`config.mk`:
```
export PLATFORM = sky130hd
export DESIGN_NAME = path_waypoint_extractor
export DESIGN_NICKNAME = d
export VERILOG_FILES = /design/src/pwe_pkg.sv /design/src/pwe_isqrt.sv /design/src/pwe_datapath.sv /design/src/pwe_ctrl.sv /design/src/path_waypoint_extractor.sv
export SDC_FILE = /design/constraint.sdc
export NUM_CORES = 2
export LEC_CHECK = 0
export ABC_CLOCK_PERIOD_IN_PS = 15200
export BUFFER_PORTS_ARGS = -buffer_cell sky130_fd_sc_hd__clkbuf_2
export CORE_UTILIZATION = 62
export DETAILED_ROUTE_END_ITERATION = 10
export PLACE_DENSITY = 0.79
export SLEW_MARGIN = 10
export SYNTH_ARGS = -nofsm -noshare
export SYNTH_HDL_FRONTEND = slang
export SYNTH_SLANG_ARGS = --single-unit
```
`constraint.sdc`:
```
create_clock -name i_clk -period 15.2 [get_ports i_clk]
set_input_delay 0.76 -clock i_clk [delete_from_list [all_inputs] [get_ports i_clk]]
set_output_delay 0.76 -clock i_clk [all_outputs]
set_load 0.05 [all_outputs]
```
`src/pwe_pkg.sv`:
```
// Shared definitions for the path waypoint extractor.
// Register widths, config indexes, reset values and the controller/datapath
// command and status structs. No dependencies.
package pwe_pkg;

    localparam int COORD_BITS_DFLT    = 24;
    localparam int TOL_FRAC_BITS_DFLT = 8;

    localparam int LEN_BITS     = 32;
    localparam int TOL_BITS     = 16;
    localparam int CFG_IDX_BITS = 1;

    localparam logic [CFG_IDX_BITS-1:0] CFG_MAX_STEP = 1'd0;
    localparam logic [CFG_IDX_BITS-1:0] CFG_CURB_TOL = 1'd1;

    localparam logic [LEN_BITS-1:0] MAX_STEP_RST = '1;
    localparam logic [TOL_BITS-1:0] CURB_TOL_RST = 16'd26;

    // controller -> datapath
    typedef struct packed {
        logic capture;      // latch incoming point
        logic init_first;   // path start: current = anchor = point, length = 0
        logic diff;         // register coordinate difference magnitudes
        logic sq_x;         // square x differences
        logic sq_y;         // square y differences
        logic root_load;    // load both root units with sums of squares
        logic root_step;    // one bit of both roots
        logic acc;          // accumulate step length, form detour bound
        logic clr_anchor;   // waypoint taken: move anchor, clear length
        logic out_load;     // load output register
        logic out_final;    // is_final bit for out_load
    } t_pwe_cmd;

    // datapath -> controller
    typedef struct packed {
        logic wp;           // waypoint condition on current length
        logic out_free;     // output register can take a request this cycle
    } t_pwe_sts;

endpackage

```
`src/pwe_isqrt.sv`:
```
// Bit-serial floor square root, one root bit per step.
// Depends on nothing; instanced by pwe_datapath.
module pwe_isqrt #(
    parameter int ROOT_BITS = 25
) (
    input  logic                     i_clk,
    input  logic                     i_load,
    input  logic                     i_step,
    input  logic [2*ROOT_BITS-1:0]   i_radicand,
    output logic [ROOT_BITS-1:0]     o_root
);

    localparam int RAD_BITS = 2 * ROOT_BITS;
    localparam int SH_BITS  = ROOT_BITS + 3;

    logic [RAD_BITS-1:0]  r_rad,  n_rad;
    logic [ROOT_BITS:0]   r_rem,  n_rem;
    logic [ROOT_BITS-1:0] r_root, n_root;

    logic [SH_BITS-1:0] rem_sh;
    logic [SH_BITS-1:0] trial;
    logic [SH_BITS-1:0] rem_sub;
    logic               fits;

    assign rem_sh  = {r_rem, r_rad[RAD_BITS-1 -: 2]};
    assign trial   = {1'b0, r_root, 2'b01};
    assign rem_sub = rem_sh - trial;
    assign fits    = rem_sh >= trial;

    always_comb begin
        n_rad  = r_rad;
        n_rem  = r_rem;
        n_root = r_root;
        if (i_load) begin
            n_rad  = i_radicand;
            n_rem  = '0;
            n_root = '0;
        end else if (i_step) begin
            n_rad  = {r_rad[RAD_BITS-3:0], 2'b00};
            n_rem  = fits ? rem_sub[ROOT_BITS:0] : rem_sh[ROOT_BITS:0];
            n_root = {r_root[ROOT_BITS-2:0], fits};
        end
    end

    always_ff @(posedge i_clk) begin
        r_rad  <= n_rad;
        r_rem  <= n_rem;
        r_root <= n_root;
    end

    assign o_root = r_root;

endmodule

```
`src/pwe_datapath.sv`:
```
// Datapath: point/anchor/length registers, squares, two root units,
// detour bound, config registers and the output register.
// Depends on pwe_pkg and pwe_isqrt.
module pwe_datapath #(
    parameter int COORD_BITS    = pwe_pkg::COORD_BITS_DFLT,
    parameter int TOL_FRAC_BITS = pwe_pkg::TOL_FRAC_BITS_DFLT
) (
    input  logic                              i_clk,
    input  logic                              i_rst_n,
    input  pwe_pkg::t_pwe_cmd                 i_cmd,
    output pwe_pkg::t_pwe_sts                 o_sts,
    input  logic signed [COORD_BITS-1:0]      i_point_x,
    input  logic signed [COORD_BITS-1:0]      i_point_y,
    input  logic                              i_cfg_we,
    input  logic [pwe_pkg::CFG_IDX_BITS-1:0]  i_cfg_idx,
    input  logic [pwe_pkg::LEN_BITS-1:0]      i_cfg_data,
    input  logic                              i_out_stall,
    output logic                              o_out_valid,
    output logic signed [COORD_BITS-1:0]      o_waypoint_x,
    output logic signed [COORD_BITS-1:0]      o_waypoint_y,
    output logic                              o_is_final
);

    localparam int C      = COORD_BITS;
    localparam int F      = TOL_FRAC_BITS;
    localparam int LB     = pwe_pkg::LEN_BITS;
    localparam int RB     = C + 1;
    localparam int SQ_W   = 2 * C;
    localparam int RAD_W  = 2 * RB;
    localparam int TW     = ((F > pwe_pkg::TOL_BITS) ? F : pwe_pkg::TOL_BITS) + 1;
    localparam int RHS_W  = TW + RB;
    localparam int CW     = (RHS_W > LB + F) ? RHS_W : LB + F;

    function automatic logic [C-1:0] abs_diff(input logic [C-1:0] a, input logic [C-1:0] b);
        logic [C:0] d;
        logic [C:0] nd;
        begin
            d  = {a[C-1], a} - {b[C-1], b};
            nd = ~d + 1'b1;
            abs_diff = d[C] ? nd[C-1:0] : d[C-1:0];
        end
    endfunction

    logic signed [C-1:0] r_px, r_py, r_cur_x, r_cur_y, r_anc_x, r_anc_y;
    logic [LB-1:0]       r_len;
    logic [C-1:0]        r_mag_ax, r_mag_ay, r_mag_sx, r_mag_sy;
    logic [SQ_W-1:0]     r_sqa_x, r_sqa_y, r_sqs_x, r_sqs_y;
    logic [RHS_W-1:0]    r_rhs;
    logic [LB-1:0]       r_max_step;
    logic [pwe_pkg::TOL_BITS-1:0] r_tol;
    logic                r_out_valid;
    logic signed [C-1:0] r_wp_x, r_wp_y;
    logic                r_final;

    logic [C-1:0]     mul_a, mul_s;
    logic [SQ_W-1:0]  prod_a, prod_s;
    logic [RAD_W-1:0] rad_a, rad_s;
    logic [RB-1:0]    root_a, root_s;
    logic [LB:0]      len_sum;
    logic [TW-1:0]    scale;
    logic [CW-1:0]    lhs, rhs;

    // shared squarers: x differences first, then y
    assign mul_a  = i_cmd.sq_y ? r_mag_ay : r_mag_ax;
    assign mul_s  = i_cmd.sq_y ? r_mag_sy : r_mag_sx;
    assign prod_a = SQ_W'(mul_a) * SQ_W'(mul_a);
    assign prod_s = SQ_W'(mul_s) * SQ_W'(mul_s);

    assign rad_a = RAD_W'(r_sqa_x) + RAD_W'(r_sqa_y);
    assign rad_s = RAD_W'(r_sqs_x) + RAD_W'(r_sqs_y);

    pwe_isqrt #(.ROOT_BITS(RB)) u_root_anchor (
        .i_clk      (i_clk),
        .i_load     (i_cmd.root_load),
        .i_step     (i_cmd.root_step),
        .i_radicand (rad_a),
        .o_root     (root_a)
    );

    pwe_isqrt #(.ROOT_BITS(RB)) u_root_step (
        .i_clk      (i_clk),
        .i_load     (i_cmd.root_load),
        .i_step     (i_cmd.root_step),
        .i_radicand (rad_s),
        .o_root     (root_s)
    );

    assign len_sum = {1'b0, r_len} + (LB+1)'(root_s);
    assign scale   = (TW'(1) << F) + TW'(r_tol);

    // exact detour test: len * 2^F > (2^F + tol) * straight
    assign lhs = CW'(r_len) << F;
    assign rhs = CW'(r_rhs);

    assign o_sts.wp       = (r_len > r_max_step) || (lhs > rhs);
    assign o_sts.out_free = !r_out_valid || !i_out_stall;

    always_ff @(posedge i_clk) begin
        if (i_cmd.capture) begin
            r_px <= i_point_x;
            r_py <= i_point_y;
        end
        if (i_cmd.init_first) begin
            r_cur_x <= r_px;
            r_cur_y <= r_py;
            r_anc_x <= r_px;
            r_anc_y <= r_py;
            r_len   <= '0;
        end
        if (i_cmd.diff) begin
            r_mag_ax <= abs_diff(r_anc_x, r_px);
            r_mag_ay <= abs_diff(r_anc_y, r_py);
            r_mag_sx <= abs_diff(r_cur_x, r_px);
            r_mag_sy <= abs_diff(r_cur_y, r_py);
        end
        if (i_cmd.sq_x) begin
            r_sqa_x <= prod_a;
            r_sqs_x <= prod_s;
        end
        if (i_cmd.sq_y) begin
            r_sqa_y <= prod_a;
            r_sqs_y <= prod_s;
        end
        if (i_cmd.acc) begin
            r_len   <= len_sum[LB] ? '1 : len_sum[LB-1:0];
            r_cur_x <= r_px;
            r_cur_y <= r_py;
            r_rhs   <= RHS_W'(scale) * RHS_W'(root_a);
        end
        if (i_cmd.clr_anchor) begin
            r_anc_x <= r_px;
            r_anc_y <= r_py;
            r_len   <= '0;
        end
        if (i_cmd.out_load) begin
            r_wp_x  <= r_px;
            r_wp_y  <= r_py;
            r_final <= i_cmd.out_final;
        end
    end

    always_ff @(posedge i_clk) begin
        if (!i_rst_n) begin
            r_out_valid <= 1'b0;
            r_max_step  <= pwe_pkg::MAX_STEP_RST;
            r_tol       <= pwe_pkg::CURB_TOL_RST;
        end else begin
            if (i_cmd.out_load) begin
                r_out_valid <= 1'b1;
            end else if (!i_out_stall) begin
                r_out_valid <= 1'b0;
            end
            if (i_cfg_we) begin
                case (i_cfg_idx)
                    pwe_pkg::CFG_MAX_STEP: r_max_step <= i_cfg_data;
                    pwe_pkg::CFG_CURB_TOL: r_tol <= i_cfg_data[pwe_pkg::TOL_BITS-1:0];
                    default: ;
                endcase
            end
        end
    end

    assign o_out_valid  = r_out_valid;
    assign o_waypoint_x = r_wp_x;
    assign o_waypoint_y = r_wp_y;
    assign o_is_final   = r_final;

endmodule

```
`src/pwe_ctrl.sv`:
```
// Controller: sequences one path point through the datapath and pushes up
// to two requests into the output register. Depends on pwe_pkg.
module pwe_ctrl #(
    parameter int ROOT_STEPS = pwe_pkg::COORD_BITS_DFLT + 1
) (
    input  logic              i_clk,
    input  logic              i_rst_n,
    input  logic              i_in_valid,
    input  logic              i_end_of_path,
    output logic              o_in_stall,
    output pwe_pkg::t_pwe_cmd o_cmd,
    input  pwe_pkg::t_pwe_sts i_sts
);

    localparam int CNT_W = $clog2(ROOT_STEPS);

    localparam logic [3:0] S_IDLE     = 4'd0;
    localparam logic [3:0] S_FIRST    = 4'd1;
    localparam logic [3:0] S_DIFF     = 4'd2;
    localparam logic [3:0] S_SQX      = 4'd3;
    localparam logic [3:0] S_SQY      = 4'd4;
    localparam logic [3:0] S_RLOAD    = 4'd5;
    localparam logic [3:0] S_ROOT     = 4'd6;
    localparam logic [3:0] S_ACC      = 4'd7;
    localparam logic [3:0] S_TEST     = 4'd8;
    localparam logic [3:0] S_PUSH_WP  = 4'd9;
    localparam logic [3:0] S_PUSH_FIN = 4'd10;

    logic [3:0]       r_state, n_state;
    logic             r_first, n_first;
    logic             r_last,  n_last;
    logic [CNT_W-1:0] r_cnt,   n_cnt;

    always_comb begin
        n_state    = r_state;
        n_first    = r_first;
        n_last     = r_last;
        n_cnt      = r_cnt;
        o_cmd      = '0;
        o_in_stall = 1'b1;
        case (r_state)
            S_IDLE: begin
                o_in_stall = 1'b0;
                if (i_in_valid) begin
                    o_cmd.capture = 1'b1;
                    n_last        = i_end_of_path;
                    n_state       = r_first ? S_FIRST : S_DIFF;
                end
            end
            S_FIRST: begin
                o_cmd.init_first = 1'b1;
                n_first          = 1'b0;
                n_state          = r_last ? S_PUSH_FIN : S_IDLE;
            end
            S_DIFF: begin
                o_cmd.diff = 1'b1;
                n_state    = S_SQX;
            end
            S_SQX: begin
                o_cmd.sq_x = 1'b1;
                n_state    = S_SQY;
            end
            S_SQY: begin
                o_cmd.sq_y = 1'b1;
                n_state    = S_RLOAD;
            end
            S_RLOAD: begin
                o_cmd.root_load = 1'b1;
                n_cnt           = CNT_W'(ROOT_STEPS - 1);
                n_state         = S_ROOT;
            end
            S_ROOT: begin
                o_cmd.root_step = 1'b1;
                if (r_cnt == '0) begin
                    n_state = S_ACC;
                end else begin
                    n_cnt = r_cnt - 1'b1;
                end
            end
            S_ACC: begin
                o_cmd.acc = 1'b1;
                n_state   = S_TEST;
            end
            S_TEST: begin
                if (i_sts.wp) begin
                    o_cmd.clr_anchor = 1'b1;
                    n_state          = S_PUSH_WP;
                end else begin
                    n_state = r_last ? S_PUSH_FIN : S_IDLE;
                end
            end
            S_PUSH_WP: begin
                if (i_sts.out_free) begin
                    o_cmd.out_load = 1'b1;
                    n_state        = r_last ? S_PUSH_FIN : S_IDLE;
                end
            end
            S_PUSH_FIN: begin
                if (i_sts.out_free) begin
                    o_cmd.out_load  = 1'b1;
                    o_cmd.out_final = 1'b1;
                    n_first         = 1'b1;
                    n_state         = S_IDLE;
                end
            end
            default: begin
                n_state = S_IDLE;
            end
        endcase
    end

    always_ff @(posedge i_clk) begin
        if (!i_rst_n) begin
            r_state <= S_IDLE;
            r_first <= 1'b1;
            r_last  <= 1'b0;
            r_cnt   <= '0;
        end else begin
            r_state <= n_state;
            r_first <= n_first;
            r_last  <= n_last;
            r_cnt   <= n_cnt;
        end
    end

endmodule

```
`src/path_waypoint_extractor.sv`:
```
// Path waypoint extractor: top level, controller plus datapath.
// Depends on pwe_pkg, pwe_ctrl, pwe_datapath (and pwe_isqrt below it).
//
// Usage:
//   Input channel (i_in_valid / o_in_stall) takes one path point per request,
//   with i_end_of_path on the final point of a path. Output channel
//   (o_out_valid / i_out_stall) gives 0..2 waypoint requests per point: an
//   intermediate waypoint first, then the final one (o_is_final = 1).
//   Config: i_cfg_we writes max_step (index 0) or the detour tolerance
//   (index 1); write only while the block is idle.
// Timing:
//   The first point of a path runs capture and init only. Any later point runs
//   difference, squaring of x then y, a root load and COORD_BITS+1 root
//   steps (both roots in parallel), accumulate and test. The next point is
//   taken in the cycle after the last result enters the output register,
//   or in the cycle after init or test when there is none. A new point is
//   never taken while one is in flight; the bit-serial root loop sets the pace.
// Reset: synchronous, active low; config returns to max_step = 2^32-1,
//   tolerance = 26; the next point starts a new path. No clearing pass.
// Stall: a held result stays in the output register; the controller waits
//   for the output register before pushing the next result, while input
//   is taken again once the point is done.
module path_waypoint_extractor #(
    parameter int COORD_BITS    = pwe_pkg::COORD_BITS_DFLT,
    parameter int TOL_FRAC_BITS = pwe_pkg::TOL_FRAC_BITS_DFLT
) (
    input  logic                              i_clk,
    input  logic                              i_rst_n,
    input  logic                              i_in_valid,
    output logic                              o_in_stall,
    input  logic signed [COORD_BITS-1:0]      i_point_x,
    input  logic signed [COORD_BITS-1:0]      i_point_y,
    input  logic                              i_end_of_path,
    output logic                              o_out_valid,
    input  logic                              i_out_stall,
    output logic signed [COORD_BITS-1:0]      o_waypoint_x,
    output logic signed [COORD_BITS-1:0]      o_waypoint_y,
    output logic                              o_is_final,
    input  logic                              i_cfg_we,
    input  logic [pwe_pkg::CFG_IDX_BITS-1:0]  i_cfg_idx,
    input  logic [pwe_pkg::LEN_BITS-1:0]      i_cfg_data
);

    pwe_pkg::t_pwe_cmd s_cmd;
    pwe_pkg::t_pwe_sts s_sts;

    pwe_ctrl #(.ROOT_STEPS(COORD_BITS + 1)) u_ctrl (
        .i_clk         (i_clk),
        .i_rst_n       (i_rst_n),
        .i_in_valid    (i_in_valid),
        .i_end_of_path (i_end_of_path),
        .o_in_stall    (o_in_stall),
        .o_cmd         (s_cmd),
        .i_sts         (s_sts)
    );

    pwe_datapath #(
        .COORD_BITS    (COORD_BITS),
        .TOL_FRAC_BITS (TOL_FRAC_BITS)
    ) u_datapath (
        .i_clk        (i_clk),
        .i_rst_n      (i_rst_n),
        .i_cmd        (s_cmd),
        .o_sts        (s_sts),
        .i_point_x    (i_point_x),
        .i_point_y    (i_point_y),
        .i_cfg_we     (i_cfg_we),
        .i_cfg_idx    (i_cfg_idx),
        .i_cfg_data   (i_cfg_data),
        .i_out_stall  (i_out_stall),
        .o_out_valid  (o_out_valid),
        .o_waypoint_x (o_waypoint_x),
        .o_waypoint_y (o_waypoint_y),
        .o_is_final   (o_is_final)
    );

    // never overwrite a request the receiver has not taken
    a_no_overwrite: assert property (@(posedge i_clk) disable iff (!i_rst_n)
        s_cmd.out_load |-> s_sts.out_free)
        else $error("output register overwritten");

    // one point at a time: an accepted point blocks input on the next cycle
    a_one_point: assert property (@(posedge i_clk) disable iff (!i_rst_n)
        (i_in_valid && !o_in_stall) |=> o_in_stall)
        else $error("input taken while a point is in flight");

    // the root steps run only after a load or another step
    a_root_seq: assert property (@(posedge i_clk) disable iff (!i_rst_n)
        s_cmd.root_step |-> ($past(s_cmd.root_load) || $past(s_cmd.root_step)))
        else $error("root step without load");

endmodule

```
# Word level (Yosys, flattened, before mapping)
# Cells that the tools add are included.
[word_totals] register_bits=817 out_inout_bits=51 inputBits=87 word_cells=142
[op_classes] n_lt_le_gt_ge=4 muxes=50 n_bitwise=5 n_eq_ne=16 addsub=15 n_mul=3 reduce_logical=17
[op_table] cell="$mux W24" n=12
[op_table] cell="$mux W50" n=4
[op_table] cell="$sub A24 B24 Y25" n=4
[op_table] cell="$add A48 B48 Y49" n=2
[op_table] cell="$add A24 B1 Y24 const B" n=4
[op_table] cell="$mul A24 B24 Y48" n=2
[op_table] cell="$mux W32" n=3
[op_table] cell="$not A24 Y24" n=4
[op_table] cell="$ge A28 B27 Y1" n=2
[op_table] cell="$mux W26" n=2
[op_table] cell="$sub A26 B26 Y26" n=2
[op_table] cell="$pmux W4 S11" n=1
[op_table] cell="$gt A40 B42 Y1" n=1
[op_table] cell="$mul A17 B25 Y42" n=1
[op_table] cell="$add A32 B25 Y33" n=1
[op_table] cell="$gt A32 B32 Y1" n=1
[op_table] cell="$mux W4" n=6
[op_table] cell="$add A9 B16 Y17 const A" n=1
[op_table] cell="$eq A4 B3 Y1 const B" n=4
[op_table] cell="$mux W1" n=16
[op_table] cell="$eq A4 B4 Y1 const B" n=3
[op_table] cell="$pmux W5 S2" n=1
[op_table] cell="$reduce_and A2 Y1" n=5
[op_table] cell="$reduce_bool A2 Y1" n=5
[op_table] cell="14 further kinds" n=23

# Depth between registers and ports, before layout
[depth] word_depth=5 depth_mapped=35 ltp_nobuf=33

# By module
# A second synthesis with hierarchy kept.
[hier_totals] cells_unflattened=9108 hier_area_um2=89480.8
[modules_own_cells] module="pwe_datapath" cells_per_inst=7967 n_inst=1 area_each_um2=77662.0 seq_area_each_um2=17206.5
[modules_own_cells] module="pwe_isqrt" cells_per_inst=527 n_inst=2 area_each_um2=5537.8 seq_area_each_um2=2522.4
[modules_own_cells] module="pwe_ctrl" cells_per_inst=87 n_inst=1 area_each_um2=743.2 seq_area_each_um2=220.2

# Worst setup path after synthesis
# Ideal clock, no wire load.
[synth_timing] path_type="flip-flop to flip-flop" startpoint="reg u_ctrl.r_state[0]" endpoint="reg u_datapath.r_sqs_x[47] (data pin)" n_path_buf=3 synth_period_minus_slack_ps=11655 path_stages_with_launch=33 arrival_ps=11390 t_required_ps=14936 slack_ps=3545 cell_sequence="dfxtp_1 clkbuf_1 nor3_1 clkbuf_1 buf_1 mux2i_1 nor2_1 inv_1 fa_1 inv_1 fa_1 fa_1 inv_1 fa_1 inv_1 fa_1 fa_1 inv_1 fa_1 inv_1 ha_1 a21o_1 a21oi_1 nor2b_1 o311ai_0 a31oi_1 nor2_1 a31oi_1 a31oi_1 o21bai_1 a221o_1 a21oi_1 xnor2_1"
[synth_via] elab_chain_len=4
[synth_lines] element="start, declared" line_no="pwe_ctrl.sv:29" rtl="logic [3:0] r_state, n_state;"
[synth_lines] element="start signal, assigned" line_no="pwe_ctrl.sv:119" rtl="r_state <= n_state;"
[synth_lines] element="$eq A4 B3 Y1" line_no="pwe_ctrl.sv:41" rtl="case (r_state)"
[synth_lines] element="$mux W1" line_no="pwe_ctrl.sv:41"
[synth_lines] element="$mux W24" line_no="pwe_datapath.sv:65" rtl="assign mul_s = i_cmd.sq_y ? r_mag_sy : r_mag_sx;"
[synth_lines] element="$mul A24 B24 Y48" line_no="pwe_datapath.sv:67" rtl="assign prod_s = SQ_W'(mul_s) * SQ_W'(mul_s);"
[synth_lines] element="named net u_datapath.prod_s[47]" line_no="pwe_datapath.sv:56" rtl="logic [SQ_W-1:0] prod_a, prod_s;"
[synth_lines] element="end signal, assigned" line_no="pwe_datapath.sv:118" rtl="r_sqs_x <= prod_s;"
[synth_lines] element="end, declared" line_no="pwe_datapath.sv:47" rtl="logic [SQ_W-1:0] r_sqa_x, r_sqa_y, r_sqs_x, r_sqs_y;"
# The timed path passes the listed nets, and every way through them passes these cells.
# A chain may end at the register's enable or synchronous reset.

# Worst setup path after layout
[layout_timing] startpoint="reg u_ctrl.r_state[2]" endpoint="reg u_datapath.r_sqa_y[47] (data pin)"
[layout_via] elab_chain_len=4
[layout_lines] element="$eq A4 B3 Y1" line_no="pwe_ctrl.sv:41"
[layout_lines] element="$mux W1" line_no="pwe_ctrl.sv:41"
[layout_lines] element="$mux W24" line_no="pwe_datapath.sv:64" rtl="assign mul_a = i_cmd.sq_y ? r_mag_ay : r_mag_ax;"
[layout_lines] element="$mul A24 B24 Y48" line_no="pwe_datapath.sv:66" rtl="assign prod_a = SQ_W'(mul_a) * SQ_W'(mul_a);"
[layout_lines] element="named net u_datapath.prod_a[47]" line_no="pwe_datapath.sv:56"
[layout_lines] element="end signal, assigned" line_no="pwe_datapath.sv:121" rtl="r_sqa_y <= prod_a;"
[layout_lines] element="end, declared" line_no="pwe_datapath.sv:47"
# The timed path passes the listed nets, and every way through them passes these cells.

==> flow_metrics.env <==
export IMPL_hp_class="input pin to flop"
export IMPL_area_growth_pct=6.47
export IMPL_fin_util=0.668
export IMPL_tightest_slew_ns=1.25
export IMPL_insertion_delay_ns=0.73
export IMPL_antenna_found_initial=0
export IMPL_final_antenna_net_count=0
export IMPL_coreArea_sq_um=140000
export IMPL_drv_cap=0
export IMPL_holdPathEnd="u_datapath.r_py[9]"
export IMPL_cts_root_buf="clkbuf_16"
export IMPL_status="completed"
export IMPL_cts_made_buffers=88
export IMPL_num_rows=137
export IMPL_track_usage=0.300
export IMPL_dpl_instance_area_sq_um=90500
export IMPL_hold_buffers=0
export IMPL_cp_slowest_cell="clkinv_1"
export IMPL_drive_gt1_frac=0.0502
export IMPL_tritoncts="built"
export IMPL_final_common_cell="inv_1"
export IMPL_grt_pass1_vias=66426
export IMPL_numPortBuffers=137
export IMPL_ys_seq_area_frac=0.256
export IMPL_synth_top_cell_by_area="fa_1"
export IMPL_synth_cells=9087
export IMPL_fmax_ghz=0.0954
export IMPL_crit_path_end_kind="flop"
export IMPL_synth_nets=11162
export IMPL_diodes=0
export IMPL_setup_worst_path_class="flop to flop"
export IMPL_max_stage_delay_ns=0.77
export IMPL_rsz0062_at_grt="no"
export IMPL_start_util=0.628
export IMPL_gp_congestion=0.969
export IMPL_met3_usage=0.0545
export IMPL_synth_area_leaders="fa_1 (27%), edfxtp_1 (21%), ha_1 (11%)"
export IMPL_start_kind="flop"
export IMPL_routed_wl_mm=211
export IMPL_post_cts_buffers=0
export IMPL_use_met1=0.389
export IMPL_regToRegStartpoint="u_ctrl.r_state[2]"
export IMPL_clock_sinks=813
export IMPL_dp_hpwl_mm=164
export IMPL_grt_first_pass_wirelength_mm=340
export IMPL_busiest_layer="met2"
export IMPL_die_w_microns=379
export IMPL_finClkSkew_ns=0.0346
export IMPL_fin_hold_ws_ns=0.200
export IMPL_ctsResizeCount=0
export IMPL_ys_async_sr_fraction=0
export IMPL_reg2reg_depth=32
export IMPL_wl_per_cell_microns=19.0
export IMPL_layout_common_cells="inv_1 (1879), fa_1 (1193), nand2_1 (993), ha_1 (794), edfxtp_1 (619)"
export IMPL_drc_errors=0
export IMPL_synth_top_cell_area_share=0.272
export IMPL_synth_edf_count=619
export IMPL_report_final_slew_viol_count=0
export IMPL_nets=11200
export IMPL_grt_max_degree=124
export IMPL_hold_depth=1
export IMPL_cp_max_fo=123
export IMPL_final_area_sq_um=93600
export IMPL_ys_ff_latch=813
export IMPL_reg2reg_to="u_datapath.r_sqa_y[47]"
export IMPL_critPathRequiredTime_ns=15.63
export IMPL_relSlewSlack=0.167
export IMPL_die_h_microns=379
export IMPL_syn_avg_cell_area_sq_um=9.67
export IMPL_grt_ovfl_total=0
export IMPL_fill_cells=10649
export IMPL_htreeDepth=3
export IMPL_setup_viol=0
export IMPL_clk_pin_slew_worst_paths_ns=0.07
export IMPL_dieArea_sq_um=143000
export IMPL_hp_start="i_point_y[9]"
export IMPL_rrSetupSlack_ns=4.72
export IMPL_synth_area_sq_um=87900
export IMPL_finalCritPeriodShare=0.690
export IMPL_via_count=63949
export IMPL_dr_first_iter_drc_count=4797
export IMPL_drt_first_pass_iters=6
export IMPL_clockBufferDepth=3
export IMPL_yosys_most_used_dff="edfxtp_1"
export IMPL_viasPerCell=5.77
export IMPL_fin_tns_setup_ns=0
export IMPL_num_io_pins=138
export IMPL_finalCriticalPeriod_ns=10.48
export IMPL_synth_warnings=0
export IMPL_hold_violations=0
export IMPL_gr_usage_met2=0.496
export IMPL_synthDistinctLibCells=91
export IMPL_critical_path_arrival_ns=10.92
[per-stage QoR]
| step | setup WS [ns] | instances |
|---|---|---|
| floorplan | 3.55 | 9087 |
| global placement | 5.26 | 10910 |
| detailed placement | 4.93 | 10910 |
| CTS | 4.86 | 11076 |
| global route | 4.27 | 11077 |
| finish | 4.72 | 11077 |
[worst max-delay path: cells and delay by family, from the launching register on]
kind / cells / cell delay [ns]
AND/OR/NAND/NOR: 7 / 1.78
AO/OA/AOI/OAI: 6 / 1.50
XOR/XNOR: 1 / 0.15
adder cells (fa/ha/maj): 8 / 3.68
multiplexers: 1 / 0.68
flip-flops: 1 / 0.59
buffers and inverters: 9 / 1.69
[registers in the layout (all words and copies together), names as in the netlist, 25 cells and up]
signal	flops
u_datapath.u_root_step.o_root	25
u_datapath.u_root_step.r_rem	26
u_datapath.r_len	32
u_datapath.r_max_step	32
u_datapath.r_sqa_y	47
u_datapath.u_root_anchor.o_root	25
u_datapath.u_root_anchor.r_rem	26
u_datapath.r_sqa_x	47
u_datapath.u_root_step.r_rad	50
u_datapath.u_root_anchor.r_rad	50
u_datapath.r_sqs_x	47
u_datapath.r_sqs_y	47
u_datapath.r_rhs	42
[per-layer routing]
| layer | vias to the layer above | share of wire |
|---|---|---|
| met5 | - | 0 |
| met4 | 0 | 0.043 |
| met3 | 563 | 0.083 |
| met2 | 2614 | 0.47 |
| met1 | 31434 | 0.40 |
| li1 | 29338 | - |
[worst max-delay path by stage]
stage                      startpoint                      to  slack [ns]
finish              u_ctrl.r_state[2]  u_datapath.r_sqa_y[47]        4.72
global route        u_ctrl.r_state[2]  u_datapath.r_sqa_y[47]        4.27
CTS                 u_ctrl.r_state[2]  u_datapath.r_sqa_y[47]        4.86
detailed placement  u_ctrl.r_state[2]  u_datapath.r_sqa_x[47]        4.93
global placement    u_ctrl.r_state[2]  u_datapath.r_sqs_x[47]        5.26
floorplan           u_ctrl.r_state[0]  u_datapath.r_sqs_x[47]        3.55
[cell type report]
type                            count  area (sq um)  area share
Clock buffer                      109          2420      0.0259
Clock inverter                     57           586     0.00626
Inverter                         1896          7120      0.0761
Multi-Input combinational cell   6125         57400       0.614
Sequential cell                   813         22500       0.240
Tap cell                         1876          2350      0.0251
Timing Repair Buffer              201          1200      0.0128
[cell families after synthesis]
family | synth area share
and+or+nand+nor | 0.107
buffers and inverters | 0.0918
adders and majority gates | 0.385
AOI/OAI and AO/OA | 0.105
DFF | 0.256
xor gates and xnor gates | 0.0450
muxes | 0.0102
[Yosys cell counts, types with 194 or more instances]
library cell / n
dfxtp_1: 194
a21o_1: 200
edfxtp_1: 619
xnor2_1: 276
inv_1: 1882
ha_1: 795
nor2_1: 574
fa_1: 1193
a21oi_1: 415
o21ai_0: 322
nand2_1: 993
clkbuf_1: 222
Power is left out: the tool's default activity adds up to more than one toggle a clock period on the data nets, which glitch-free logic cannot reach.
